### src/rtl/dlts_pkg.sv
// Shared types and constants of the delta list task scheduler.
`timescale 1ns / 1ps
package dlts_pkg;

  localparam int TASK_SLOTS = 16;
  localparam int IDX_W      = $clog2(TASK_SLOTS);
  localparam int CNT_W      = $clog2(TASK_SLOTS + 1);
  localparam int SUM_W      = 16 + CNT_W;

  localparam logic [1:0] FUNC_TICK     = 2'd0;
  localparam logic [1:0] FUNC_ADD      = 2'd1;
  localparam logic [1:0] FUNC_DELETE   = 2'd2;
  localparam logic [1:0] FUNC_DISPATCH = 2'd3;

  typedef struct packed {
    logic        valid;
    logic [7:0]  handle;
    logic [15:0] delay;
    logic [15:0] period;
    logic        ready;
    logic [15:0] ident;
  } entry_t;

  typedef enum logic [1:0] {
    CELL_HOLD,
    CELL_LOAD,
    CELL_INSERT,
    CELL_REMOVE
  } cell_op_t;

  // Command broadcast to every cell of the row.
  typedef struct packed {
    cell_op_t          op;
    logic [IDX_W-1:0]  idx;
    entry_t            ent;
    logic              fix_en;
    logic [15:0]       fix_delay;
    logic              fix_ready;
  } cell_cmd_t;

endpackage

### src/rtl/dlts_cell.sv
// One slot of the delta list; shifts with its neighbors on insert and remove.
`timescale 1ns / 1ps
module dlts_cell (
  input  logic                           clk,
  input  logic                           rst_n,
  input  logic [dlts_pkg::IDX_W-1:0]     cell_idx,
  input  dlts_pkg::cell_cmd_t            cmd,
  input  dlts_pkg::entry_t               prev_ent,
  input  dlts_pkg::entry_t               next_ent,
  output dlts_pkg::entry_t               ent
);
  import dlts_pkg::*;

  entry_t ent_r, ent_nxt;
  logic   is_p, is_p1;

  assign is_p  = (cell_idx == cmd.idx);
  assign is_p1 = (cell_idx != '0) && ((cell_idx - 1'b1) == cmd.idx);

  always_comb begin
    ent_nxt = ent_r;
    unique case (cmd.op)
      CELL_LOAD: begin
        if (is_p) ent_nxt = cmd.ent;
      end
      CELL_INSERT: begin
        if (is_p) begin
          ent_nxt = cmd.ent;
        end else if (cell_idx > cmd.idx) begin
          ent_nxt = prev_ent;
          if (is_p1 && cmd.fix_en) begin
            ent_nxt.delay = cmd.fix_delay;
            ent_nxt.ready = cmd.fix_ready;
          end
        end
      end
      CELL_REMOVE: begin
        if (cell_idx >= cmd.idx) begin
          ent_nxt = next_ent;
          if (is_p && cmd.fix_en) begin
            ent_nxt.delay = cmd.fix_delay;
            ent_nxt.ready = cmd.fix_ready;
          end
        end
      end
      default: ent_nxt = ent_r;
    endcase
  end

  // Empty slots are kept all zero, which the merge and shift logic relies on.
  always_ff @(posedge clk) begin
    if (!rst_n) begin
      ent_r <= '0;
    end else begin
      ent_r <= ent_nxt;
    end
  end

  assign ent = ent_r;

endmodule

### config.mk
export PLATFORM = sky130hd
export DESIGN_NAME = dlts_cell
export DESIGN_NICKNAME = d
export VERILOG_FILES = /design/src/rtl/dlts_pkg.sv /design/src/rtl/dlts_cell.sv
export SDC_FILE = /design/constraint.sdc
export NUM_CORES = 1
export LEC_CHECK = 0
export BUFFER_PORTS_ARGS = -buffer_cell sky130_fd_sc_hd__buf_2
export CORE_ASPECT_RATIO = 1.75
export CORE_MARGIN = 1.5
export CORE_UTILIZATION = 40
export CTS_CLUSTER_SIZE = 14
export DETAILED_ROUTE_END_ITERATION = 8
export GPL_TIMING_DRIVEN = 0
export HOLD_SLACK_MARGIN = 0.05
export PLACE_DENSITY = 0.78
export REMOVE_ABC_BUFFERS = 1
export SLEW_MARGIN = 20
export SYNTH_ARGS = -nofsm -noshare
export SYNTH_HDL_FRONTEND = slang
export SYNTH_SLANG_ARGS = --single-unit
### constraint.sdc
create_clock -name clk -period 2.35 [get_ports clk]
set_input_delay 0.235 -clock clk [delete_from_list [all_inputs] [get_ports clk]]
set_output_delay 0.235 -clock clk [all_outputs]
set_load 0.02 [all_outputs]
[Yosys cells after proc, flatten, opt, wreduce, memory -nomap -nowiden]
Cells that the tools add are included.
Storage, ports and cells
  register bits: 58
  input port bits: 204
  word-level logic and storage cells: 32
Cells by class
  add/subtract/negate cells: 1
  $lt $le $gt $ge: 2
  equal/unequal tests: 8
  multiplexer cells: 9
  reductions and logical operators: 6
Operators by type and width (count)
  $mux 58: 4
  $pmux 58 s3: 1
  $mux 16: 2
  $eq 4x4->1: 2
  $eq 2x2->1 const B: 2
  $ge 4x4->1: 1
  $gt 4x4->1: 1
  $ne 2x2->1 const B: 2
  $reduce_and 4->1: 1
  $reduce_bool 4->1: 1
  $sub 4x1->4 const B: 1
  $logic_and 1x1->1: 3
  $ne 3x3->1 const B: 1
  $reduce_bool 3->1: 1
  $eq 2x1->1 const B: 1
  $mux 1: 2

[Logic depth before layout (Yosys ltp)]
  depth in word-level cells: 8
  depth in mapped cells: 9

[Least setup slack after synthesis]
Ideal clock, no wire load.
  kind: input -> register
  start point: in cell_idx[0] in the netlist's numbering
  end point: reg ent_r, in the netlist ent[38]
  arrival: 1.760 ns
  slack: 0.472 ns
  stages on the path: 9
  path buffers: 2
  path through: inv_1 -> ha_1 -> nand2b_1 -> a211oi_2 -> o21ai_2 -> and4_4 -> buf_4 -> buf_6 -> a32o_1
On the way
  word-level cells in the longest chain between the ends: 8
Ends and longest elaborated chain
  start, declared: line dlts_cell.sv:6  | input logic [dlts_pkg::IDX_W-1:0] cell_idx,
  $sub 4x1->4: line dlts_cell.sv:18  | assign is_p1 = (cell_idx != '0) && ((cell_idx - 1'b1) == cmd.idx);
  $eq 4x4->1: line dlts_cell.sv:18
  $logic_and 1x1->1: line dlts_cell.sv:18
  $logic_and 1x1->1: line dlts_cell.sv:31  | if (is_p1 && cmd.fix_en) begin
  $mux 16: line dlts_cell.sv:31
  $mux 58: line dlts_cell.sv:29  | end else if (cell_idx > cmd.idx) begin
  $mux 58: line dlts_cell.sv:27  | if (is_p) begin
  $pmux 58 s3: line dlts_cell.sv:22  | unique case (cmd.op)
  end signal, assigned: line dlts_cell.sv:55  | ent_r <= ent_nxt;
  end, declared: line dlts_cell.sv:14  | entry_t ent_r, ent_nxt;
Parallel ways exist; a longest one is shown, timed or not. The select of a mux whose other input is x is not followed.
A chain may end at the register's enable or synchronous reset.

[Final worst setup path]
  start point: in cell_idx[0] in the netlist's numbering
  end point: reg ent_r, in the netlist ent[0]
On the way
  word-level cells in the longest chain between the ends: 3
Ends and longest elaborated chain (line)
  $gt 4x4->1 (tied with other cells): dlts_cell.sv:29
  $ne 3x3->1 (no source line) (tied with other cells)
  $reduce_and 4->1 (no source line) or $pmux 58 s3 (tied branches)
Parallel ways exist; a longest one is shown, timed or not.

==> metrics.md <==
| Metric | Value |
|---|---|
| Hold path start | cmd[73] |
| Layout cell share with drive strength beyond 1 | 0.452 |
| Area of the placeable core | 11500 um2 |
| Number of global-route vias before repair | 5509 |
| Antenna cell count | 0 |
| Worst-case reg-to-reg path depth | 2 |
| TritonCTS buffer count | 9 |
| Fin util | 0.563 |
| Most common library cell in the layout ignoring fill and taps | sky130_fd_sc_hd__buf_2 |
| Number of nets with antenna violations after routing | 0 |
| Die height | 146 um |
| Highest Clock Rate | 451 MHz |
| Detailed-route wire length per cell | 17.8 um |
| Max capacitance violation total | 0 |
| First drt pass iteration count | 6 |
| Area growth from synthesis to final layout | 38.4% |
| Average footprint of a synthesized cell | 8.69 um2 |
| Die width | 84.6 um |
| Setup repair after global routing missed its margin | false |
| Final-layout worst hold slack | 300 ps |
| Highest fanout seen on the critical path | 26 |
| DR DRC count | 0 |
| Detailed-placement wirelength estimate | 11.8 mm |
| Post-layout instance count excluding filler cells | 898 |
| Post-synth EDFFs | 0 |
| Insertion delay to the later sink of the worst-skew pair | 320 ps |
| Share of total power in the clock network | 0.343 |
| Per-cell via count in the routed design | 6.06 |
| End point of the most critical hold path | ent[55] |
| First-pass GRT wire length | 25.2 mm |
| Leakage power | 3.31 nW |
| Number of port buffers | 261 |
| Overall Global Routing Usage | 0.248 |
| Actual slew at the worst max-slew pin | 1080 ps |
| Final weighted congestion in routability-driven placement | 0.837 |
| Net switching power of the design | 1.28 mW |
| Clock tree sinks | 58 |
| Power consumption | 3.96 mW |
| Logic pwr share | 0.358 |
| Kind of critical path | primary input to flip-flop |
| Total overflow reported by the global router | 0 |
| First-iteration detailed-routing DRC count | 174 |
| Warnings from Yosys | 0 |
| Endpoints failing hold | 0 |
| Count of mapped cells out of synthesis | 536 |
| Most frequent cells in the layout | sky130_fd_sc_hd__buf_2 (261), sky130_fd_sc_hd__dfxtp_1 (58), sky130_fd_sc_hd__nand2_1 (57), sky130_fd_sc_hd__o211a_1 (42) |
| Data arrival time of the critical path | 2470 ps |
| Combined area of all synthesized cells | 4660 um2 |
| Slew margin rel. | 0.281 |
| Kind of end point of the critical path | flip-flop |
| Drt total wl | 16.0 mm |
| Required time at the endpoint of the critical path | 2610 ps |
| Startpoint type of the worst setup path | primary input |
| Number of antenna violations at the first check in global routing | 0 |
| Setup slack on the worst flop-to-flop path | 1510 ps |
| Ratio of total power to cell area | 615 nW/um2 |
| Post-placement cell count | 878 |
| Proportion of total power due to net switching | 0.323 |
| H-tree depth reported by CTS | 3 |
| Most used flip-flop cell after synthesis | sky130_fd_sc_hd__dfxtp_1 |
| Max Root-Sink Buffers | 2 |
| Worst-path clk slew | 50 ps |
| Count of hold buffers inserted by post-cts repair | 0 |
| Num rows | 52 |
| Post-route clock skew | 0 ps |
| Time the final worst path needs with I/O delays and setup | 2220 ps |
| Reg power frac | 0.299 |
| Min-Delay Path Depth | 4 |
| Setup violators final | 0 |
| Pin count of the biggest net entering global routing | 61 |
| Final count of pins violating max slew | 0 |
| Async set-or-reset flop fraction in the synthesized netlist | 0 |
| Outcome | finished clean |
| Worst r2r dst | ent[41] |
| Post-layout nets | 970 |
| Sequential fraction of the synthesis area | 0.249 |
| Clock root cell | sky130_fd_sc_hd__clkbuf_16 |
| Number of unique standard cell types used by synthesis | 39 |
| Count of vias placed by the detailed router | 5442 |
| CTS tree | yes |
| Hold WC Path Type | primary input to flip-flop |
| Startpoint of the most critical register-to-register path | ent[41] |
| Cell internal pwr | 2.68 mW |
| Flip-flop count of the largest register after layout | 58 |
| IR Drop Worst-Case VDD | 0.362 mV |
| Full die area | 12300 um2 |
| #FFs+latches synth | 58 |
| Share of the clock period used by the worst path | 0.943 |
| Initial standard-cell utilization of the core | 0.407 |
| Number of ports placed on the die boundary | 262 |
## cells by family after synthesis
family,Yosys count,share of synthesized area
DFF,58,0.249
and+or+nand+nor,146,0.178
muxes,57,0.133
AOI/OAI and AO/OA,174,0.315
buffers and inverters,89,0.0954
adders and majority gates,8,0.0215
xor gates and xnor gates,4,0.00752
## power groups by stage
stage	clock network (mW)	logic, mW	registers (mW)
after detailed placement	0	1.39	1.20
after global routing	1.45	1.52	1.20
final	1.36	1.42	1.19
after floorplan	0	0.619	1.36
after CTS	1.39	1.40	1.18
after global placement	0	1.29	1.20
## Yosys cell counts (all sizes together), types with 3 or more instances
cell type	number	area share
nand2	58	0.048
nand4	41	0.058
buf	37	0.053
xnor2	3	0.0056
a22oi	40	0.064
dfxtp	58	0.25
nand4b	18	0.034
a32o	17	0.037
mux2	40	0.097
inv	24	0.019
nand3	18	0.019
ha	8	0.021
a21o	18	0.029
o21ai	19	0.021
clkbuf	28	0.023
o211a	42	0.090
mux2i	17	0.037
a32oi	34	0.064
## area by class of cell
type | count | area [um2]
flip-flops and latches | 58 | 1160
multi-input cells | 389 | 3110
repair buffers | 276 | 1600
fillers | 1081 | 5010
clock buffers | 11 | 233
inverters | 24 | 90.1
well taps | 135 | 169
clock inverters | 5 | 78.8
## worst max-delay path, stage by stage
cell and delay (ps):
sky130_fd_sc_hd__buf_2 90, sky130_fd_sc_hd__inv_1 50, sky130_fd_sc_hd__ha_1 400, sky130_fd_sc_hd__nand2b_1 160, sky130_fd_sc_hd__a211oi_2 90, sky130_fd_sc_hd__o21ai_4 640
sky130_fd_sc_hd__and2_4 440, sky130_fd_sc_hd__buf_16 200, sky130_fd_sc_hd__o211a_1 150
## per-layer routing
metal	part of all wire	global-route usage	routed length [um]	vias to the layer above
li1	-	-	-	2562
met5	0	0	0	-
met4	0.044	0.127	699	0
met3	0.062	0.0380	990	57
met1	0.36	0.260	5780	2543
met2	0.53	0.463	8560	280
## stage by stage
stage	worst slack, ps	setup TNS, ps	cell area, um2
final	135	0	6440
after global routing	16.6	0	6440
after CTS	25.0	0	6410
after detailed placement	-619	-27770	6090
after global placement	-5890	-327060	5780
after floorplan	-2940	-162710	4300
## timing repair
item | 4_1_cts | 5_1_grt
endpoints found under the setup margin | 47 | 19
buffers inserted | 1 | 3
hold endpoints to repair | 0 | 0
resized for setup | 1 | 1
pin swaps | 1 | 2
## worst max-delay path by stage
| stage | from | to | depth (start not counted) |
|---|---|---|---|
| finish | cell_idx[0] | ent[0] | 9 |
| floorplan | cmd[80] | ent[0] | 6 |
| CTS | cell_idx[0] | ent[38] | 9 |
| global placement | cmd[80] | ent[10] | 7 |
| global route | cell_idx[0] | ent[27] | 9 |
| detailed placement | cmd[81] | ent[22] | 9 |
No activity file was read; power rests on OpenSTA's default activity.
