### src/rtl/dlts_pkg.sv
// Shared types and constants of the delta list task scheduler.
`timescale 1ns / 1ps
package dlts_pkg;

  localparam int TASK_SLOTS = 16;
  localparam int IDX_W      = $clog2(TASK_SLOTS);
  localparam int CNT_W      = $clog2(TASK_SLOTS + 1);
  localparam int SUM_W      = 16 + CNT_W;

  localparam logic [1:0] FUNC_TICK     = 2'd0;
  localparam logic [1:0] FUNC_ADD      = 2'd1;
  localparam logic [1:0] FUNC_DELETE   = 2'd2;
  localparam logic [1:0] FUNC_DISPATCH = 2'd3;

  typedef struct packed {
    logic        valid;
    logic [7:0]  handle;
    logic [15:0] delay;
    logic [15:0] period;
    logic        ready;
    logic [15:0] ident;
  } entry_t;

  typedef enum logic [1:0] {
    CELL_HOLD,
    CELL_LOAD,
    CELL_INSERT,
    CELL_REMOVE
  } cell_op_t;

  // Command broadcast to every cell of the row.
  typedef struct packed {
    cell_op_t          op;
    logic [IDX_W-1:0]  idx;
    entry_t            ent;
    logic              fix_en;
    logic [15:0]       fix_delay;
    logic              fix_ready;
  } cell_cmd_t;

endpackage

### src/rtl/dlts_if.sv
// Valid/ready channel interfaces for scheduler operations and results.
`timescale 1ns / 1ps
interface dlts_in_if;
  logic        valid;
  logic        ready;
  logic [1:0]  func;
  logic [7:0]  handle;
  logic [15:0] delay;
  logic [15:0] period;
  logic [15:0] task_id;
  modport source (output valid, func, handle, delay, period, task_id, input ready);
  modport sink (input valid, func, handle, delay, period, task_id, output ready);
endinterface

interface dlts_out_if;
  logic        valid;
  logic        ready;
  logic        ok;
  logic [15:0] id_out;
  logic        fired;
  logic [7:0]  fired_handle;
  modport source (output valid, ok, id_out, fired, fired_handle, input ready);
  modport sink (input valid, ok, id_out, fired, fired_handle, output ready);
endinterface

### src/rtl/dlts_ctrl.sv
// Sequencer that scans the slot row and issues shift commands per operation.
`timescale 1ns / 1ps
module dlts_ctrl (
  input  logic                        clk,
  input  logic                        rst_n,
  dlts_in_if.sink                     in_ch,
  dlts_out_if.source                  out_ch,
  input  dlts_pkg::entry_t            rd_ent,
  input  dlts_pkg::entry_t            head_ent,
  input  logic                        tail_valid,
  output logic [dlts_pkg::IDX_W-1:0]  rd_idx,
  output dlts_pkg::cell_cmd_t         cmd
);
  import dlts_pkg::*;

  typedef enum logic [2:0] {
    S_IDLE, S_TICK, S_ADD, S_DEL, S_DEL_MERGE, S_DISP
  } state_t;

  state_t           state_r, state_nxt;
  logic [7:0]       handle_r, handle_nxt;
  logic [15:0]      delay_r, delay_nxt;
  logic [15:0]      period_r, period_nxt;
  logic [15:0]      tid_r, tid_nxt;
  logic [CNT_W-1:0] idx_r, idx_nxt;
  logic [SUM_W-1:0] sum_r, sum_nxt;
  logic [IDX_W-1:0] rem_r, rem_nxt;
  logic [15:0]      del_r, del_nxt;
  logic             disp_r, disp_nxt;
  logic [15:0]      next_ident_r, next_ident_nxt;
  logic             out_valid_r, out_valid_nxt;
  logic             ok_r, ok_nxt;
  logic [15:0]      id_r, id_nxt;
  logic             fired_r, fired_nxt;
  logic [7:0]       fh_r, fh_nxt;

  logic             accept;
  logic             in_rng;
  logic [SUM_W-1:0] sum_add;
  logic [SUM_W-1:0] rest;
  logic [16:0]      merged;
  logic [15:0]      merged_sat;
  logic [15:0]      new_ident;
  entry_t           tick_ent;
  entry_t           new_ent;

  assign in_ch.ready = (state_r == S_IDLE) && !out_valid_r;
  assign accept      = in_ch.valid && in_ch.ready;
  assign rd_idx      = idx_r[IDX_W-1:0];
  assign in_rng      = (idx_r < CNT_W'(TASK_SLOTS));
  assign sum_add     = sum_r + SUM_W'(rd_ent.delay);
  assign rest        = sum_add - SUM_W'(delay_r);
  assign merged      = {1'b0, rd_ent.delay} + {1'b0, del_r};
  assign merged_sat  = merged[16] ? 16'hFFFF : merged[15:0];
  assign new_ident   = ((next_ident_r + 16'd1) == 16'd0) ? 16'd1 : next_ident_r + 16'd1;

  always_comb begin
    tick_ent = head_ent;
    if (head_ent.delay != 16'd0) tick_ent.delay = head_ent.delay - 16'd1;
    tick_ent.ready = (tick_ent.delay == 16'd0);
    new_ent        = '0;
    new_ent.valid  = 1'b1;
    new_ent.handle = handle_r;
    new_ent.delay  = delay_r - sum_r[15:0];
    new_ent.period = period_r;
    new_ent.ready  = (new_ent.delay == 16'd0);
    new_ent.ident  = new_ident;
  end

  always_comb begin
    state_nxt      = state_r;
    handle_nxt     = handle_r;
    delay_nxt      = delay_r;
    period_nxt     = period_r;
    tid_nxt        = tid_r;
    idx_nxt        = idx_r;
    sum_nxt        = sum_r;
    rem_nxt        = rem_r;
    del_nxt        = del_r;
    disp_nxt       = disp_r;
    next_ident_nxt = next_ident_r;
    out_valid_nxt  = out_valid_r;
    ok_nxt         = ok_r;
    id_nxt         = id_r;
    fired_nxt      = fired_r;
    fh_nxt         = fh_r;
    cmd            = '0;
    cmd.op         = CELL_HOLD;

    if (out_valid_r && out_ch.ready) out_valid_nxt = 1'b0;

    unique case (state_r)
      S_IDLE: begin
        if (accept) begin
          handle_nxt = in_ch.handle;
          delay_nxt  = in_ch.delay;
          period_nxt = in_ch.period;
          tid_nxt    = in_ch.task_id;
          idx_nxt    = '0;
          sum_nxt    = '0;
          disp_nxt   = 1'b0;
          ok_nxt     = 1'b0;
          id_nxt     = '0;
          fired_nxt  = 1'b0;
          fh_nxt     = '0;
          unique case (in_ch.func)
            FUNC_TICK:   state_nxt = S_TICK;
            FUNC_ADD:    state_nxt = S_ADD;
            FUNC_DELETE: state_nxt = S_DEL;
            default:     state_nxt = S_DISP;
          endcase
        end
      end
      S_TICK: begin
        if (head_ent.valid && !head_ent.ready) begin
          cmd.op  = CELL_LOAD;
          cmd.idx = '0;
          cmd.ent = tick_ent;
        end
        out_valid_nxt = 1'b1;
        state_nxt     = S_IDLE;
      end
      S_ADD: begin
        if (tail_valid || !in_rng) begin
          out_valid_nxt = 1'b1;
          state_nxt     = S_IDLE;
        end else if (rd_ent.valid && (sum_add <= SUM_W'(delay_r))) begin
          sum_nxt = sum_add;
          idx_nxt = idx_r + 1'b1;
        end else begin
          // Insert here; the entry pushed back keeps only the remainder.
          cmd.op        = CELL_INSERT;
          cmd.idx       = rd_idx;
          cmd.ent       = new_ent;
          cmd.fix_en    = rd_ent.valid;
          cmd.fix_delay = (rest > SUM_W'(16'hFFFF)) ? 16'hFFFF : rest[15:0];
          cmd.fix_ready = rd_ent.ready;
          next_ident_nxt = new_ident;
          ok_nxt         = 1'b1;
          id_nxt         = new_ident;
          out_valid_nxt  = 1'b1;
          state_nxt      = S_IDLE;
        end
      end
      S_DEL: begin
        if ((tid_r == 16'd0) || !in_rng || !rd_ent.valid) begin
          out_valid_nxt = 1'b1;
          state_nxt     = S_IDLE;
        end else if (rd_ent.ident == tid_r) begin
          rem_nxt   = rd_idx;
          del_nxt   = rd_ent.delay;
          idx_nxt   = idx_r + 1'b1;
          state_nxt = S_DEL_MERGE;
        end else begin
          idx_nxt = idx_r + 1'b1;
        end
      end
      S_DEL_MERGE: begin
        cmd.op        = CELL_REMOVE;
        cmd.idx       = rem_r;
        cmd.fix_en    = in_rng && rd_ent.valid;
        cmd.fix_delay = merged_sat;
        cmd.fix_ready = rd_ent.ready && (merged_sat == 16'd0);
        ok_nxt        = 1'b1;
        if (disp_r && (period_r != 16'd0)) begin
          idx_nxt   = '0;
          sum_nxt   = '0;
          state_nxt = S_ADD;
        end else begin
          out_valid_nxt = 1'b1;
          state_nxt     = S_IDLE;
        end
      end
      S_DISP: begin
        if (head_ent.valid && head_ent.ready) begin
          handle_nxt = head_ent.handle;
          delay_nxt  = head_ent.period;
          period_nxt = head_ent.period;
          fired_nxt  = 1'b1;
          fh_nxt     = head_ent.handle;
          disp_nxt   = 1'b1;
          rem_nxt    = '0;
          del_nxt    = head_ent.delay;
          idx_nxt    = CNT_W'(1);
          state_nxt  = S_DEL_MERGE;
        end else begin
          out_valid_nxt = 1'b1;
          state_nxt     = S_IDLE;
        end
      end
      default: state_nxt = S_IDLE;
    endcase
  end

  always_ff @(posedge clk) begin
    if (!rst_n) begin
      state_r      <= S_IDLE;
      out_valid_r  <= 1'b0;
      next_ident_r <= '0;
      disp_r       <= 1'b0;
    end else begin
      state_r      <= state_nxt;
      out_valid_r  <= out_valid_nxt;
      next_ident_r <= next_ident_nxt;
      disp_r       <= disp_nxt;
    end
    handle_r <= handle_nxt;
    delay_r  <= delay_nxt;
    period_r <= period_nxt;
    tid_r    <= tid_nxt;
    idx_r    <= idx_nxt;
    sum_r    <= sum_nxt;
    rem_r    <= rem_nxt;
    del_r    <= del_nxt;
    ok_r     <= ok_nxt;
    id_r     <= id_nxt;
    fired_r  <= fired_nxt;
    fh_r     <= fh_nxt;
  end

  assign out_ch.valid        = out_valid_r;
  assign out_ch.ok           = ok_r;
  assign out_ch.id_out       = id_r;
  assign out_ch.fired        = fired_r;
  assign out_ch.fired_handle = fh_r;

endmodule

### src/flat_wrapper.sv
// flat-port wrapper written by rule: the top's interface ports become plain ports
module dlts_ctrl_flat import dlts_pkg::*;
  (clk, rst_n, rd_ent, head_ent, tail_valid, rd_idx, cmd, in_ch_valid, in_ch_func, in_ch_handle, in_ch_delay, in_ch_period, in_ch_task_id, in_ch_ready, out_ch_valid, out_ch_ok, out_ch_id_out, out_ch_fired, out_ch_fired_handle, out_ch_ready);
  dlts_in_if in_ch_i ();
  dlts_out_if out_ch_i ();
  input  logic clk;
  input  logic rst_n;
  input  dlts_pkg::entry_t rd_ent;
  input  dlts_pkg::entry_t head_ent;
  input  logic tail_valid;
  output logic [dlts_pkg::IDX_W-1:0] rd_idx;
  output dlts_pkg::cell_cmd_t cmd;
  input wire logic [$bits(in_ch_i.valid)-1:0] in_ch_valid;
  input wire logic [$bits(in_ch_i.func)-1:0] in_ch_func;
  input wire logic [$bits(in_ch_i.handle)-1:0] in_ch_handle;
  input wire logic [$bits(in_ch_i.delay)-1:0] in_ch_delay;
  input wire logic [$bits(in_ch_i.period)-1:0] in_ch_period;
  input wire logic [$bits(in_ch_i.task_id)-1:0] in_ch_task_id;
  output wire logic [$bits(in_ch_i.ready)-1:0] in_ch_ready;
  output wire logic [$bits(out_ch_i.valid)-1:0] out_ch_valid;
  output wire logic [$bits(out_ch_i.ok)-1:0] out_ch_ok;
  output wire logic [$bits(out_ch_i.id_out)-1:0] out_ch_id_out;
  output wire logic [$bits(out_ch_i.fired)-1:0] out_ch_fired;
  output wire logic [$bits(out_ch_i.fired_handle)-1:0] out_ch_fired_handle;
  input wire logic [$bits(out_ch_i.ready)-1:0] out_ch_ready;
  assign in_ch_i.valid = in_ch_valid;
  assign in_ch_i.func = in_ch_func;
  assign in_ch_i.handle = in_ch_handle;
  assign in_ch_i.delay = in_ch_delay;
  assign in_ch_i.period = in_ch_period;
  assign in_ch_i.task_id = in_ch_task_id;
  assign in_ch_ready = in_ch_i.ready;
  assign out_ch_valid = out_ch_i.valid;
  assign out_ch_ok = out_ch_i.ok;
  assign out_ch_id_out = out_ch_i.id_out;
  assign out_ch_fired = out_ch_i.fired;
  assign out_ch_fired_handle = out_ch_i.fired_handle;
  assign out_ch_i.ready = out_ch_ready;
  dlts_ctrl u_core (.clk(clk), .rst_n(rst_n), .in_ch(in_ch_i), .out_ch(out_ch_i), .rd_ent(rd_ent), .head_ent(head_ent), .tail_valid(tail_valid), .rd_idx(rd_idx), .cmd(cmd));
endmodule
### config.mk
export PLATFORM = sky130hd
export DESIGN_NAME = dlts_ctrl_flat
export DESIGN_NICKNAME = d
export VERILOG_FILES = /design/src/rtl/dlts_pkg.sv /design/src/rtl/dlts_if.sv /design/src/rtl/dlts_ctrl.sv /design/src/flat_wrapper.sv
export SDC_FILE = /design/constraint.sdc
export NUM_CORES = 1
export LEC_CHECK = 0
export BUFFER_PORTS_ARGS = -buffer_cell sky130_fd_sc_hd__buf_2
export CAP_MARGIN = 10
export CORE_MARGIN = 4
export CORE_UTILIZATION = 59
export DETAILED_ROUTE_END_ITERATION = 7
export PLACE_DENSITY_LB_ADDON = 0.1
export SLEW_MARGIN = 20
export SYNTH_ARGS = -nofsm -noshare
export SYNTH_HDL_FRONTEND = slang
export SYNTH_SLANG_ARGS = --single-unit
### constraint.sdc
create_clock -name clk -period 15.2 [get_ports clk]
set_clock_uncertainty 0.1 [all_clocks]
set_input_delay 2.28 -clock clk [delete_from_list [all_inputs] [get_ports clk]]
set_output_delay 2.28 -clock clk [all_outputs]
set_load 0.01 [all_outputs]
---- After elaboration in Yosys (flattened, before gate mapping) ----
Cells that the tools add are included.
word-level totals
  logic and storage cells ................. 151
  output and inout bits ................... 114
  register bits after elaboration ......... 149
operators by class
  bitwise logic cells ..................... 2
  mux-type cells .......................... 66
  reduce and logical (&&, ||, !) cells .... 39
  equal/unequal tests ..................... 18
  $add $sub $neg .......................... 7
  magnitude comparators ................... 3
operators with widths
  cell                     count
  $mux W16                 13
  $mux W82                 2
  $pmux W16 S2             4
  $pmux W58 S2             1
  $mux W21                 4
  $logic_not A16 Y1        5
  $mux W63                 1
  $pmux W21 S3             1
  $pmux W18 S2             1
  $pmux W8 S2              2
  $reduce_bool A16 Y1      2
  $mux W5                  6
  $pmux W5 S5              1
  $mux W8                  3
  $add A21 B16 Y21         1
  $gt A21 B16 Y1 const B   1
  $le A21 B16 Y1           1
  $sub A21 B16 Y21         1
  $mux W3                  6
  $pmux W6 S3              1
  $add A16 B16 Y17         1
  $add A16 B1 Y16 const B  1
  $eq A16 B16 Y1           1
  $sub A16 B1 Y16 const B  1
  35 further kinds         74

---- Depth between registers and ports, before layout ----
Gate-level depths: netlist (run 1).
  word-level depth ........................ 7
  gate-level depth with buffers ........... 24

---- Worst setup path after synthesis (run 1) ----
Ideal clock, no wire load.
  kind .................................... input to output
  from .................................... input rd_ent[33] in the netlist's numbering
  to ...................................... output cmd[16] in the netlist's numbering
  data required time ...................... 12.820 ns
  arrival ................................. 6.441 ns
  stages on the path ...................... 23
  setup slack ............................. 6.379 ns
  cells stage by stage .................... ha_1 > inv_1 > fa_1 > nand2b_1 > a211oi_1 > o21ai_0 > nand2b_1 > a21o_1 > a31o_2 > a21o_1 > a21oi_1 > xnor2_1 > ha_1 > nand4_1 > inv_1 > a221oi_4 > o21ai_2 > or4_1 > a2bb2oi_1 > xnor2_2 > a31oi_2 > buf_6 > a211o_1
RTL lines
  item                RTL line            RTL
  start: declaration  flat_wrapper.sv:8   input dlts_pkg::entry_t rd_ent;
  end: declaration    flat_wrapper.sv:12  output dlts_pkg::cell_cmd_t cmd;

==> results of run 1 <==
## worst max path at each step
stage,to,cells past startpoint
after floorplan,cmd[16],23
after global placement,cmd[2],25
after detailed placement,cmd[2],25
after CTS,cmd[2],25
after global routing,cmd[2],25
final,cmd[2],24
## synth_stat cells, types with 4 or more instances
cell | number | share of area
a31oi_1 | 8 | 0.0045
buf_2 | 7 | 0.0032
o21ai_0 | 47 | 0.021
o211ai_1 | 6 | 0.0041
nor3_1 | 25 | 0.011
a211oi_1 | 10 | 0.0068
nand3_1 | 24 | 0.011
a21o_1 | 30 | 0.020
xor2_1 | 39 | 0.031
or3_1 | 13 | 0.0073
nand4_1 | 13 | 0.0073
buf_4 | 4 | 0.0027
a21boi_0 | 4 | 0.0027
a31o_2 | 5 | 0.0040
o21bai_1 | 10 | 0.0068
a221o_1 | 4 | 0.0036
nand2_1 | 218 | 0.074
dfxtp_1 | 21 | 0.038
clkbuf_1 | 41 | 0.014
fa_1 | 4 | 0.0072
nor4_1 | 18 | 0.010
o22ai_1 | 14 | 0.0079
a21oi_1 | 58 | 0.026
nor2_1 | 79 | 0.027
nand2b_1 | 24 | 0.014
and2_1 | 27 | 0.015
xnor2_1 | 63 | 0.050
a211o_1 | 13 | 0.010
nor2b_1 | 7 | 0.0040
edfxtp_1 | 128 | 0.35
o21a_1 | 15 | 0.010
o31ai_1 | 9 | 0.0061
and3_1 | 22 | 0.012
ha_1 | 69 | 0.078
mux2i_1 | 11 | 0.0099
a22o_1 | 28 | 0.022
inv_1 | 62 | 0.021
## layout by cell type (no fill, tap or decap), types with 4 or more instances in the layout
cell,netlist,routed
and3_1,22,22
nor4_1,18,18
nand3_1,24,24
o31ai_1,9,9
xnor2_1,63,63
or3_1,13,13
a22o_1,28,28
clkbuf_16,0,17
o22ai_1,14,14
xor2_1,39,39
nor2b_1,7,7
inv_1,62,62
edfxtp_1,128,128
inv_6,0,6
a31oi_1,8,8
nand4_1,13,13
dfxtp_1,21,21
and2_1,27,27
a21o_1,30,30
ha_1,69,69
o21ai_0,47,46
o21a_1,15,14
a211o_1,13,13
a21boi_0,4,4
buf_2,7,268
o211ai_1,6,6
a21oi_1,58,58
nand2b_1,24,24
nor3_1,25,25
nand2_1,218,216
fa_1,4,4
a31o_2,5,5
buf_4,4,11
nor2_1,79,79
mux2i_1,11,11
o21bai_1,10,10
a221o_1,4,4
a211oi_1,10,9
## worst register-to-register path, cell delays in order, from the launching register on
cell	delay, ns
edfxtp_1	0.38
ha_1	0.20
inv_1	0.07
fa_1	0.43
nand2b_1	0.18
a211oi_1	0.40
o21ai_0	0.16
nand2b_1	0.09
a21o_1	0.16
a31o_2	0.19
xor2_1	0.23
ha_1	0.32
and3_1	0.23
nand4_1	0.15
inv_1	0.09
a221oi_4	0.37
o21ai_2	0.17
o41a_1	0.20
nand4b_1	0.32
nor2_1	0.39
o21ai_0	0.16
a211oi_2	0.19
buf_4	0.34
## stage by stage
| stage | instances | area, um^2 | worst slack, ns | utilization | power [uW] |
|---|---|---|---|---|---|
| global placement | 1693 | 12590 | 5.028 | 0.6916 | 1340 |
| global route | 1726 | 13190 | 4.555 | 0.7242 | 1880 |
| CTS | 1725 | 13180 | 4.940 | 0.7237 | 1775 |
| finish | 1727 | 13190 | 4.844 | 0.7244 | 1787 |
| floorplan | 1238 | 11080 | 6.379 | - | 1141 |
| detailed placement | 1693 | 12590 | 4.966 | 0.6916 | 1353 |
## kinds of logic (layout without fill, tap and decap cells)
family                     count (synthesis)  after routing
and+or+nand+nor                          492            492
AOI/OAI and AO/OA                        293            293
DFF                                      149            149
buffers and inverters                    116            374
xor gates and xnor gates                 103            103
adders and majority gates                 73             73
muxes                                     12             12
other                                      0              2
## sequential cells by signal, indices dropped and copies added, names as in the netlist, 4 cells and up
signal / flops
u_core.handle_r: 8
u_core.tid_r: 16
u_core.del_r: 16
u_core.out_ch.fired_handle: 8
u_core.next_ident_r: 16
u_core.sum_r: 21
u_core.period_r: 16
u_core.idx_r: 5
u_core.out_ch.id_out: 16
u_core.rem_r: 4
u_core.delay_r: 16
## report_power, final
group | leakage [uW] | internal (uW) | switching (uW)
Clock | 0.000280 | 220 | 204
Sequential | 0.00140 | 523 | 46.1
Combinational | 0.00443 | 329 | 466
Total | 0.00611 | 1070 | 715
## per-layer routing
layer	vias to the layer above	routed length [um]
li1	4973	-
met1	5012	13450
met2	534	17370
met3	78	3051
met4	2	1119
met5	-	20
## layout make-up
| cell class | instances | area, um^2 |
|---|---|---|
| Fill cell | 1420 | 5019 |
| Inverter | 63 | 236.5 |
| Multi-Input combinational cell | 973 | 6390 |
| Clock inverter | 15 | 158.9 |
| Clock buffer | 17 | 425.4 |
| Timing Repair Buffer | 279 | 1424 |
| Tap cell | 229 | 286.5 |
| Antenna cell | 2 | 5.005 |
| Sequential cell | 149 | 4264 |
==> impl_metrics.tcl, run 1 <==
set metrics [dict create \
    status "completed" \
    crit_path_start_kind "input port" \
    r2r-end "u_core.sum_r[15]" \
    path_class "input port to output pin" \
    rsz0062_at_grt "false" \
    busiest_layer "met2" \
    yosysWarnings 0 \
    ys_ff_latch 149 \
    clkTransAtPathRegs_ns 0.07 \
    r2r_start "u_core.sum_r[0]" \
    wl_mm 35.02 \
    worstHoldStart "u_core.disp_r" \
    synth_top_family_by_area "simple AND/OR/NAND/NOR gates" \
    dieHeight_um 145.1 \
    slowest_delay_ns 0.49 \
    route.detailed.drc 0 \
    synthCells 1238 \
    io_pins 293 \
    clk_latency_ns 0.44 \
    fmax_mhz 96.56 \
    r2r_setup_slack_ns 9.33 \
    final_antenna_net_count 0 \
    finalHoldViolations 0 \
    drt-pass1-iter-count 5 \
    gr-usage-met1 0.3846 \
    ir_worst_vdd_v 0.00009349 \
    tns_ns 0 \
    tightestPinTransition_ns 0.9635 \
    grt_pass1_wl_mm 54.34 \
    synth_compound_area_frac 0.1858 \
    cpLargestDelayFamily "compound AO/OA/AOI/OAI gates" \
    synth_nets 1490 \
    critPathRequiredTime_ns 12.82 \
    grt_pass1_vias 10346 \
    cts_root_buf "clkbuf_16" \
    period_share 0.6813 \
    gr-usage-met3 0.06766 \
    crit_fanout 43 \
    clkSinkCount 149 \
    pwr_density_cell_nw_per_um2 135.5 \
    hold_path_depth 2 \
    portBuffers 268 \
    p_leak_uw 0.006114 \
    met2_usage 0.5695 \
    die_area_um2 21040 \
    crit_path_start "rd_ent[33]" \
    setup_viol_count_final 0 \
    worst_setup_path_end_kind "output pin" \
    worstPathCellList "buf_2 > ha_1 > inv_1 > fa_1 > nand2b_1 > a211oi_1 > o21ai_0 > nand2b_1 > a21o_1 > a31o_2 > xor2_1 > ha_1 > and3_1 > nand4_1 > inv_1 > a221oi_4 > o21ai_2 > o41a_1 > nand4b_1 > o21ai_4 > buf_4 > a31oi_2 > or3_1 > buf_2" \
    synth_async_sr_flop_share 0 \
    nNetsFinal 1735 \
    antenna_found_initial 3 \
    rows 49 \
    postCtsResizedCells 0 \
    avgSynthCellArea_um2 8.953 \
    hold-worst-slack_ns 0.3854 \
    post-cts-setup-buffers 0 \
    gr-total-overflow 0 \
    drv_cap 0 \
    slew_headroom 0.3557 \
    h-tree-depth 4 \
    grt_usage 0.3215 \
    hold_buffers 0 \
    synth-simple-area-share 0.2093 \
    cts_made_buffers 17 \
    final_max_slew_viol_count 0 \
    area_growth_syn_to_layout_pct 19.00 \
    ys.flop_type "edfxtp_1" \
    synth-xor-area-share 0.08206 \
    post_drt_via_cell_ratio 6.137 \
    routedWlPerCell_um 20.28 \
    syn_area_um2 11080 \
    ys_types 73 \
    drive_gt1_frac 0.2253 \
    grt_max_degree 62 \
    fin_crit_ns 10.36 \
    die_w_um 145.1 \
    core_area_um2 18210 \
    vias 10599 \
    dp_hpwl_mm 26.91 \
    gp_congestion 0.9602 \
    slowest_stage "or3_1" \
    cts_tree "yes" \
    drt_iter0_markers 821 \
    ys_seq_area_frac 0.3847 \
    synth_edf_count 128 \
    muxShareOfSynthArea 0.01095 \
    hold_class "flip-flop to flip-flop" \
    start_util 0.6087 \
    clock_path_buffers 2 \
    holdPathEnd "u_core.disp_r" \
    synthAdderAreaFrac 0.08511 \
    cp_data_arrival_time_ns 7.98 \
    r2r_cells 22 \
    critPathBufInv 5 \
]
(Power assumes the default switching activity.)
==> run 2: changes to the inputs <==
--- a/config.mk
+++ b/config.mk
@@ -5,10 +5,11 @@
 export SDC_FILE = /design/constraint.sdc
 export NUM_CORES = 1
 export LEC_CHECK = 0
+export ABC_AREA = 1
 export BUFFER_PORTS_ARGS = -buffer_cell sky130_fd_sc_hd__buf_2
 export CAP_MARGIN = 10
 export CORE_MARGIN = 4
-export CORE_UTILIZATION = 59
+export CORE_UTILIZATION = 50
 export DETAILED_ROUTE_END_ITERATION = 7
 export PLACE_DENSITY_LB_ADDON = 0.1
 export SLEW_MARGIN = 20
==> constraint.sdc (replaced) <==
create_clock -name clk -period 8.8 [get_ports clk]
set_clock_uncertainty 0.1 [all_clocks]
set_input_delay 1.32 -clock clk [delete_from_list [all_inputs] [get_ports clk]]
set_output_delay 1.32 -clock clk [all_outputs]
set_load 0.01 [all_outputs]
==> impl_metrics.tcl, run 2 <==
set metrics [dict create \
    status "completed" \
    slowest_stage "nand2_4" \
    postCtsResizedCells 0 \
    synth_async_sr_flop_share 0 \
    core_area_um2 23610 \
    grt_pass1_vias 11061 \
    drive_gt1_frac 0.2013 \
    slowest_delay_ns 0.49 \
    grt_pass1_wl_mm 58.13 \
    diodes 0 \
    ys.flop_type "edfxtp_1" \
    hold_buffers 0 \
    avgSynthCellArea_um2 7.323 \
    regMostFlops "u_core.sum_r" \
    mostFrequentLayoutCell "nand2_1" \
    grt_usage 0.2790 \
    gr-total-overflow 0 \
    worst_setup_path_end_kind "output pin" \
    synthCells 1647 \
    final_max_slew_viol_count 0 \
    path_class "input port to output pin" \
    hold_class "flip-flop to flip-flop" \
    r2r-end "u_core.sum_r[2]" \
    dp_hpwl_mm 30.42 \
    wl_mm 37.77 \
    yosysWarnings 0 \
    area_growth_syn_to_layout_pct 17.98 \
    rows 56 \
    fin_crit_ns 7.513 \
    drv_cap 0 \
    post_drt_via_cell_ratio 5.267 \
    r2r_setup_slack_ns 3.72 \
    finalHoldViolations 0 \
    routedWlPerCell_um 16.92 \
    crit_fanout 33 \
    synth_top_cell_by_area "edfxtp_1" \
    syn_area_um2 12060 \
    h-tree-depth 4 \
    io_pins 293 \
    cp_data_arrival_time_ns 6.09 \
    rsz0062_at_grt "false" \
    clkSinkCount 149 \
    crit_path_start "rd_ent[33]" \
    ir_worst_vdd_v 0.0003688 \
    portBuffers 268 \
    final_antenna_net_count 0 \
    tns_ns 0 \
    nNetsFinal 2152 \
    vias 11756 \
    slew_headroom 0.3035 \
    die_area_um2 26670 \
    synth_top_area_share 0.3187 \
    synth_nets 1899 \
    layout_common_cells "nand2_1, buf_2, inv_1, nor2_1, edfxtp_1" \
    route.detailed.drc 0 \
    tightestPinTransition_ns 1.044 \
    cts_made_buffers 17 \
    largest_reg_flops 21 \
    gp_congestion 0.9802 \
    dieHeight_um 163.3 \
    period_share 0.8537 \
    r2r_cells 22 \
    ys_ff_latch 149 \
    cts_tree "yes" \
    ys_types 54 \
    clock_path_buffers 2 \
    fillers 2243 \
    critPathRequiredTime_ns 7.38 \
    synth_most_common_cell "nand2_1" \
    synth_edf_count 128 \
    setup_viol_count_final 0 \
    cp-endpoint "cmd[34]" \
    synth_top_cells_by_count "nand2_1, inv_1, nor2_1" \
    r2r_start "u_core.sum_r[0]" \
    p_total_uw 5361 \
    fmax_mhz 133.1 \
    die_w_um 163.3 \
    antenna_found_initial 1 \
    ys_seq_area_frac 0.3535 \
    clk_latency_ns 0.43 \
    grt_max_degree 91 \
    drt_iter0_markers 901 \
    synth_area_leaders "edfxtp_1, nand2_1, inv_1, ha_1, nor2_1" \
    post-cts-setup-buffers 0 \
    cts_root_buf "clkbuf_16" \
    p_leak_uw 0.007189 \
    pwr_density_cell_nw_per_um2 376.7 \
    start_util 0.5108 \
    crit_path_start_kind "input port" \
    drt-pass1-iter-count 5 \
    clkTransAtPathRegs_ns 0.06 \
]
## run 2: how the worst min path moves through the flow
stage | start | endpoint | slack [ns] | cells after the start
final | u_core.next_ident_r[11] | u_core.next_ident_r[11] | 0.38 | 2
after detailed placement | u_core.next_ident_r[11] | u_core.next_ident_r[11] | 0.37 | 2
after global routing | u_core.next_ident_r[2] | u_core.next_ident_r[2] | 0.40 | 2
after global placement | u_core.next_ident_r[15] | u_core.next_ident_r[15] | 0.36 | 2
after floorplan | u_core.disp_r | u_core.disp_r | 0.34 | 2
after CTS | u_core.next_ident_r[11] | u_core.next_ident_r[11] | 0.38 | 2
## run 2: power by group
| group | total, uW | internal, uW | leakage [uW] | switching [uW] |
|---|---|---|---|---|
| sequential | 1340 | 1170 | 0.00140 | 170 |
| combinational | 3270 | 1110 | 0.00549 | 2160 |
| clock | 753 | 435 | 0.000297 | 318 |
| total | 5360 | 2710 | 0.00719 | 2650 |
## run 2: cells by family (layout without fill, tap and decap cells)
kind of cell / Yosys count / after routing / share of synthesized area
and+or+nand+nor: 802 / 802 / 0.2856
buffers and inverters: 314 / 580 / 0.1081
AOI/OAI and AO/OA: 229 / 229 / 0.1153
DFF: 149 / 149 / 0.3535
xor gates and xnor gates: 80 / 80 / 0.05934
adders and majority gates: 73 / 73 / 0.07822
## run 2: worst max-delay path: cells and delay by family
| kind | cells | cell delay, ns |
|---|---|---|
| AND/OR/NAND/NOR | 11 | 1.58 |
| adder cells (fa/ha/maj) | 3 | 1.08 |
| AO/OA/AOI/OAI | 6 | 0.94 |
| XOR/XNOR | 1 | 0.26 |
| buffers and inverters | 5 | 0.89 |
## run 2: per-layer routing
layer,part of all wire,global-route usage,up-vias
li1,-,-,5860
met1,0.43,0.3756,5395
met2,0.48,0.4721,458
met3,0.072,0.04365,41
met4,0.020,0.07167,2
met5,0.00032,0,-
## run 2: per-stage QoR
| step | worst slack [ns] | instance area (um^2) | cells | hold WS, ns | utilization |
|---|---|---|---|---|---|
| floorplan | 2.865 | 12060 | 1647 | 0.3412 | - |
| global placement | 1.458 | 13620 | 2200 | 0.3638 | 0.5766 |
| detailed placement | 1.422 | 13620 | 2200 | 0.3735 | 0.5768 |
| CTS | 1.395 | 14230 | 2232 | 0.3837 | 0.6026 |
| global route | 0.9745 | 14230 | 2232 | 0.4033 | 0.6026 |
| finish | 1.287 | 14230 | 2232 | 0.3791 | 0.6026 |
## run 2: layout make-up
class	count	area (um^2)	area share
Tap cell	319	399.1	0.02805
Clock inverter	9	76.32	0.005364
Multi-Input combinational cell	1184	6526	0.4586
Inverter	271	1022	0.07184
Timing Repair Buffer	277	1409	0.09901
Sequential cell	149	4264	0.2997
Clock buffer	23	533.0	0.03746
==> run 3: changes to the inputs <==
==> constraint.sdc (replaced) <==
create_clock -name clk -period 8.8 [get_ports clk]
set_clock_uncertainty 0.1 [all_clocks]
set_input_delay 0.44 -clock clk [delete_from_list [all_inputs] [get_ports clk]]
set_output_delay 0.44 -clock clk [all_outputs]
set_load 0.01 [all_outputs]
==> impl_metrics.tcl, run 3 (same netlist as run 2, synthesis figures left out) <==
set metrics [dict create \
    die_area_um2 26670 \
    antenna_found_initial 1 \
    slowest_stage "nand2_4" \
    p_leak_uw 0.007179 \
    fin_crit_ns 6.048 \
    r2r_setup_slack_ns 3.71 \
    mostFrequentLayoutCell "nand2_1" \
    critPathRequiredTime_ns 8.26 \
    wl_mm 37.56 \
    portBuffers 268 \
    grt_pass1_vias 11037 \
    final_antenna_net_count 0 \
    h-tree-depth 4 \
    vias 11652 \
    post_drt_via_cell_ratio 5.220 \
    rows 56 \
    dp_hpwl_mm 30.49 \
    worst_setup_path_end_kind "output pin" \
    rsz0062_at_grt "false" \
    routedWlPerCell_um 16.83 \
    cts_tree "yes" \
    crit_fanout 49 \
    ir_worst_vdd_v 0.0002106 \
    nNetsFinal 2152 \
    slowest_delay_ns 0.66 \
    status "completed" \
    hold_class "input port to flip-flop" \
    tns_ns 0 \
    clk_latency_ns 0.43 \
    io_pins 293 \
    cp-endpoint "cmd[59]" \
    regMostFlops "u_core.sum_r" \
    cts_made_buffers 17 \
    drive_gt1_frac 0.2023 \
    layout_common_cells "nand2_1, buf_2, inv_1, nor2_1, edfxtp_1" \
    finalHoldViolations 0 \
    cp_data_arrival_time_ns 5.51 \
    fmax_mhz 165.3 \
    postCtsResizedCells 0 \
    setup_viol_count_final 0 \
    r2r_start "u_core.sum_r[0]" \
    crit_path_start "u_core.sum_r[0]" \
    tightestPinTransition_ns 1.038 \
    r2r_cells 23 \
    worstHoldStart "in_ch_task_id[8]" \
    grt_max_degree 91 \
    core_area_um2 23610 \
    hold_buffers 0 \
    slew_headroom 0.3072 \
    pwr_density_cell_nw_per_um2 374.9 \
    diodes 0 \
    utilization 0.6010 \
    area_growth_syn_to_layout_pct 17.66 \
    r2r-end "u_core.next_ident_r[0]" \
    period_share 0.6873 \
    drt-pass1-iter-count 6 \
    grt_usage 0.2791 \
    die_w_um 163.3 \
    start_util 0.5108 \
    clkTransAtPathRegs_ns 0.07 \
    crit_path_start_kind "flip-flop" \
    dieHeight_um 163.3 \
    worstPathCellList "ha_1 > inv_1 > fa_1 > inv_1 > nand3_1 > nand2_2 > nand2_2 > nand2_2 > a31o_2 > xor2_1 > ha_1 > a21oi_1 > o21ai_0 > a21oi_1 > a21oi_1 > nand2_1 > nand2_1 > o21ai_2 > nand3_4 > nand2_4 > inv_6 > nand2_1 > o21ai_0 > buf_2" \
    gr-total-overflow 0 \
    largest_reg_flops 21 \
    drt_iter0_markers 903 \
    final_max_slew_viol_count 0 \
    route.detailed.drc 0 \
    drv_cap 0 \
    post-cts-setup-buffers 0 \
    gp_congestion 0.9864 \
    path_class "flip-flop to output pin" \
    cts_root_buf "clkbuf_16" \
    clkSinkCount 149 \
    clock_path_buffers 2 \
    grt_pass1_wl_mm 58.11 \
]
-- run 3: cell types whose count changed in the layout (fill, tap and decap cells not counted), sizes merged --
cell and delta:
clkbuf -5, inv +6, clkinvlp -1
-- run 3: per-stage QoR --
stage               worst slack, ns  area [um^2]  instances  total power [uW]  hold WS, ns
floorplan                     3.377        12060       1647              3721       0.3412
global placement              3.098        13620       2200              4549       0.3639
detailed placement            3.065        13620       2200              4581       0.3746
CTS                           2.785        14190       2232              5318      0.06895
global route                  2.311        14190       2232              5769      0.06429
finish                        2.752        14190       2232              5320      0.08375
-- run 3: power by group --
group	switching (uW)	internal [uW]
combinational	2150	1110
sequential	170	1160
clock	341	385
-- run 3: final cells by class --
class | instances | area (um^2)
Clock inverter | 14 | 136.4
Clock buffer | 18 | 439.2
Timing Repair Buffer | 277 | 1409
Multi-Input combinational cell | 1184 | 6521
Fill cell | 2276 | 9422
Inverter | 271 | 1022
Sequential cell | 149 | 4264
Tap cell | 319 | 399.1
-- run 3: worst min path at each step --
stage               cells past startpoint                       to  slack [ns]
floorplan                               2            u_core.disp_r        0.34
global placement                        2  u_core.next_ident_r[15]        0.36
detailed placement                      2   u_core.next_ident_r[1]        0.37
CTS                                     1          u_core.tid_r[2]        0.07
global route                            1          u_core.tid_r[7]        0.06
finish                                  1          u_core.tid_r[8]        0.08
-- run 3: routing by layer --
layer  global-route usage  up-vias  part of all wire
met5                    0        -           0.00019
met4              0.09264        2             0.032
met3              0.04492       62             0.070
met2               0.4668      413              0.48
met1               0.3706     5304              0.42
li1                     -     5871                 -
-- run 3: critical path, delay by kind of cell (launching register included) --
| kind | cells | cell delay (ns) |
|---|---|---|
| compound gates | 7 | 1.03 |
| buf+inv | 4 | 0.68 |
| xor+xnor | 1 | 0.25 |
| flops | 1 | 0.40 |
| simple gates | 9 | 1.61 |
| fa+ha+maj | 3 | 1.09 |
